<file path="config.mk">
export PLATFORM = sky130hd
export DESIGN_NAME = fse_ram
export DESIGN_NICKNAME = d
export VERILOG_FILES = /design/src/sv/fse_ram.sv
export SDC_FILE = /design/constraint.sdc
export NUM_CORES = 2
export LEC_CHECK = 0
export CORE_UTILIZATION = 35
export DETAILED_ROUTE_END_ITERATION = 12
export DONT_BUFFER_PORTS = 1
export SYNTH_ARGS = -nofsm -noshare
export SYNTH_HDL_FRONTEND = slang
export SYNTH_SLANG_ARGS = --single-unit
</file>
<file path="constraint.sdc">
create_clock -name clk_i -period 4.1 [get_ports clk_i]
set_input_delay 0.205 -clock clk_i [delete_from_list [all_inputs] [get_ports clk_i]]
set_output_delay 0.205 -clock clk_i [all_outputs]
set_load 0.01 [all_outputs]
</file>
<file path="src/sv/fse_ram.sv">
// Synchronous single-port-write, single-read memory with a registered read port.
// No dependencies.
module fse_ram #(
  parameter int Depth = 64,
  parameter int Width = 32
) (
  input  logic                     clk_i,
  input  logic                     we_i,
  input  logic [$clog2(Depth)-1:0] waddr_i,
  input  logic [Width-1:0]         wdata_i,
  input  logic [$clog2(Depth)-1:0] raddr_i,
  output logic [Width-1:0]         rdata_o
);
  logic [Width-1:0] mem [Depth];

  always_ff @(posedge clk_i) begin
    if (we_i) mem[waddr_i] <= wdata_i;
    rdata_o <= mem[raddr_i];
  end
endmodule

</file>
==> reports/results.md <==
| Group | Quantity | This run |
|:---|:---|:---|
| global route | Number of antenna violations at the first check in global routing | 16 |
| cts | TritonCTS clock tree | built |
| global route | Vias in the first global route | 36326 |
| floorplanning | Count of boundary I/O pins | 78 |
| finish | Layout net count | 3570 |
| sta | Max Slew Vio Count | 0 |
| power | Leakage dissipation | 27.71 nW |
| setup path | RR Startpoint | mem[31][18] |
| cts | Clock latency at the later pin of the worst-skew pair | 0.84 ns |
| sta | Final period utilization | 0.9197 |
| setup path | Setup crit end | rdata_o[31] |
| floorplanning | Die Wd | 475.6 um |
| cts | Number of H-tree levels | 4 |
| synthesis | Yosys warns | 0 |
| placed design | Detailed placement HPWL | 109000 um |
| global route | Pin count of the biggest net entering global routing | 514 |
| route | Post-detailed-route wirelength per cell | 31.06 um |
| route | Vias after detailed routing | 36305 |
| setup path | Required time of the worst setup path | 4.78 ns |
| finish | Commonest non-fill, non-tap cell in the layout | sky130_fd_sc_hd__edfxtp_1 |
| synthesis | Number of nets in the synthesized netlist | 3370 |
| power | Power Density | 483.9 nW/um2 |
| sta | Remaining max-slew budget at the tightest pin | 0.02663 |
| synthesis | Fraction of the yosys area taken by sequential cells | 0.7914 |
| setup path | Reg2Reg Setup Slack | 1.47 ns |
| route | Number of remaining DRC errors | 0 |
| cts | Root Buffer | sky130_fd_sc_hd__clkbuf_16 |
| cts | Clock transition time at the flip-flop clock pins of the worst setup and hold paths | 0.06 ns |
| sta | Final-report hold violation count | 0 |
| sta | Finish-stage setup viols | 0 |
| global route | Overall overflow remaining after global route | 0 |
| power | Maximum VDD drop | 355.2 uV |
| sta | F_max | 0.2652 GHz |
| power | Final total power | 43.79 mW |
| placed design | PortBufs | 0 |
| floorplanning | Rows | 173 |
| floorplanning | Core Box Area | 222500 um2 |
| setup path | Register-to-Register Path Depth | 4 |
| sta | Setup TNS | 0 ns |
| run | Count of maximum capacitance violations | 0 |
| setup path | Number of buffers and inverters on the critical path | 3 |
| setup path | FF-to-FF End | rdata_o[18] |
| global route | Total routing resource utilization after global routing | 0.1818 |
| setup path | Endpoint type of the worst setup path | flip-flop |
| floorplanning | Initial Util | 0.3528 |
| setup path | Slowest cell on the critical path | sky130_fd_sc_hd__o22ai_1 |
| finish | Count of fill cells added during filler insertion | 19333 |
| route | Number of antenna-violating nets in the routed design | 0 |
| setup path | Number of logic stages on the critical path including buffering | 7 |
| setup path | Arr. time, crit path | 4.45 ns |
| route | First-pass DRT Iterations | 8 |
| sta | Actual slew at the worst max-slew pin | 1.460 ns |
| sta | Final min period | 3.771 ns |
| cts | Clk buf depth | 3 |
| setup path | Top fanout value on the critical path | 129 |
| finish | Layout overhead on the synthesized area | 15.28% |
| setup path | Cell family contributing the most delay on the critical path | buffers and inverters |
| cts | Setup Buffers After CTS | 0 |
| setup path | Cell type with the highest occurrence count on the critical path | sky130_fd_sc_hd__buf_16 |
| global route | Wire length of the first global-routing pass | 286600 um |
| route | Detailed Route Iter0 Violations | 4720 |
| sta | Unrepaired setup endpoints after global routing | no |
| cts | Number of clock sinks seen by CTS | 2080 |
| setup path | Startpoint class of the critical path | input pin |
| finish | Fraction of final layout cells sized beyond drive strength 1 | 0.2802 |
| worst hold path | Worst min-delay path category | input pin to flip-flop |
| setup path | WS Path Type | input pin to flip-flop |
| finish | Commonest non-fill, non-tap cells in the layout | 2048 x sky130_fd_sc_hd__edfxtp_1, 544 x sky130_fd_sc_hd__mux4_2, 201 x sky130_fd_sc_hd__clkbuf_16 |
| synthesis | Netlist area before placement | 78520 um2 |
| floorplanning | Total Die Area | 226200 um2 |
| setup path | Worst setup startpoint | raddr_i[0] |
| placed design | GPL Wtd Cong | 0.8044 |
| synthesis | Flip-flop and latch count after synthesis | 2080 |
| route | Via-to-Cell Ratio | 5.446 |
| floorplanning | Die height | 475.6 um |
| sta | Skew final | 0.02703 ns |
| synthesis | Post-synthesis instance total | 3324 |
| synthesis | Unique masters post-synth | 34 |
| setup path | Sequence of cells on the critical path | buf_16, buf_16, buf_16, mux4_2, mux4_2, o22ai_1, nor2_1 |
| synthesis | Average cell area after synthesis | 23.62 um2 |
| sta | Hold slack | 0.01956 ns |
| setup path | Maximum single-stage delay on the critical path | 0.80 ns |
| route | Total wire length | 207100 um |
| cts | TritonCTS buffer count | 193 |
| outcome | Run status | completed |
## repair_timing
action                     in CTS  in global routing
setup endpoints to repair       0                 26
hold buffers                   79                  2
hold endpoints to repair     2244                  5
gates resized for setup         0                  0
## registers in the layout, summed over array words and instances (netlist names)
register,flops
mem,2048
rdata_o,32
## logic make-up after synthesis
kind of cell | after synthesis | share of synthesized area
mux | 637 | 0.1679
buf+inv | 182 | 0.01128
compound gates | 202 | 0.01673
flops | 2080 | 0.7914
simple gates | 223 | 0.01265
## layout make-up
| type | instances | area, um2 | share of cell area |
|---|---|---|---|
| clock buffer | 233 | 5157 | 0.05698 |
| multi-input combinational | 1062 | 15970 | 0.1764 |
| antenna | 8 | 20.02 | 0.0002212 |
| sequential | 2080 | 62140 | 0.6866 |
| clock inverter | 121 | 1105 | 0.01221 |
| tap | 2975 | 3722 | 0.04113 |
| timing repair buffer | 187 | 2397 | 0.02649 |
## routing by layer
metal,share of wire,track usage,vias up,wire length (um)
li1,-,-,14672,-
met5,0.00020,0,-,41
met1,0.40,0.2459,19786,83400
met2,0.48,0.2918,1581,99980
met3,0.085,0.04207,258,17600
met4,0.029,0.05535,8,6031
## worst min-delay path by stage
stage | from | slack [ns] | to | depth (start not counted)
3_3_place_gp | wdata_i[23] | 0.31 | mem[52][23] | 0
2_1_floorplan | wdata_i[0] | 0.30 | mem[0][0] | 0
5_1_grt | raddr_i[3] | 0.005 | rdata_o[17] | 3
3_5_place_dp | wdata_i[23] | 0.31 | mem[52][23] | 0
4_1_cts | raddr_i[3] | 0.001 | rdata_o[18] | 4
6_report | raddr_i[3] | 0.02 | rdata_o[17] | 3
## worst min-delay path: cells and delay by family
kind	cells	cell delay, ns
AND/OR/NAND/NOR	1	0.11
AO/OA/AOI/OAI	2	0.44
## cells in the mapped netlist
library cell	instances	area share
sky130_fd_sc_hd__buf_6	5	0.00072
sky130_fd_sc_hd__o22ai_1	84	0.0067
sky130_fd_sc_hd__a41o_1	4	0.00051
sky130_fd_sc_hd__and3_1	4	0.00032
sky130_fd_sc_hd__nand3_1	5	0.00032
sky130_fd_sc_hd__or2_2	1	0.000080
sky130_fd_sc_hd__buf_1	21	0.0010
sky130_fd_sc_hd__nand3b_1	5	0.00048
sky130_fd_sc_hd__buf_2	57	0.0036
sky130_fd_sc_hd__mux4_2	544	0.16
sky130_fd_sc_hd__nand2b_1	8	0.00064
sky130_fd_sc_hd__a21oi_1	62	0.0040
sky130_fd_sc_hd__edfxtp_1	2048	0.78
sky130_fd_sc_hd__nand2_1	26	0.0012
sky130_fd_sc_hd__a22oi_1	12	0.0011
sky130_fd_sc_hd__or2_0	1	0.000080
sky130_fd_sc_hd__and2_1	2	0.00016
sky130_fd_sc_hd__buf_4	25	0.0024
sky130_fd_sc_hd__nor2_1	137	0.0065
sky130_fd_sc_hd__nand4b_1	1	0.00011
sky130_fd_sc_hd__a31oi_1	1	0.000080
sky130_fd_sc_hd__mux2i_1	93	0.012
sky130_fd_sc_hd__nand4_1	2	0.00016
sky130_fd_sc_hd__or3_1	3	0.00024
sky130_fd_sc_hd__or3b_1	2	0.00022
sky130_fd_sc_hd__nor2b_1	15	0.0012
sky130_fd_sc_hd__clkbuf_1	74	0.0035
sky130_fd_sc_hd__or2_1	1	0.000080
sky130_fd_sc_hd__a311oi_1	8	0.00089
sky130_fd_sc_hd__or3b_2	3	0.00033
sky130_fd_sc_hd__dfxtp_1	32	0.0082
sky130_fd_sc_hd__nor3_1	7	0.00045
sky130_fd_sc_hd__o32ai_1	4	0.00045
sky130_fd_sc_hd__o221ai_1	27	0.0030
## per-stage QoR
stage,worst slack [ns],utilization,cell area [um2],instances
2_1_floorplan,0.7352,-,78520,3324
3_3_place_gp,1.043,0.3713,82620,6216
3_5_place_dp,1.048,0.3713,82620,6216
4_1_cts,1.395,0.4057,90280,6649
5_1_grt,0.1004,0.4067,90490,6660
6_report,0.3292,0.4068,90510,6666
## where the power goes
group,internal (mW),switching [mW]
Sequential,23.5,0.148
Clock,10.2,7.72
Combinational,0.842,1.32
Total,34.6,9.19
(Power assumes the default switching activity.)
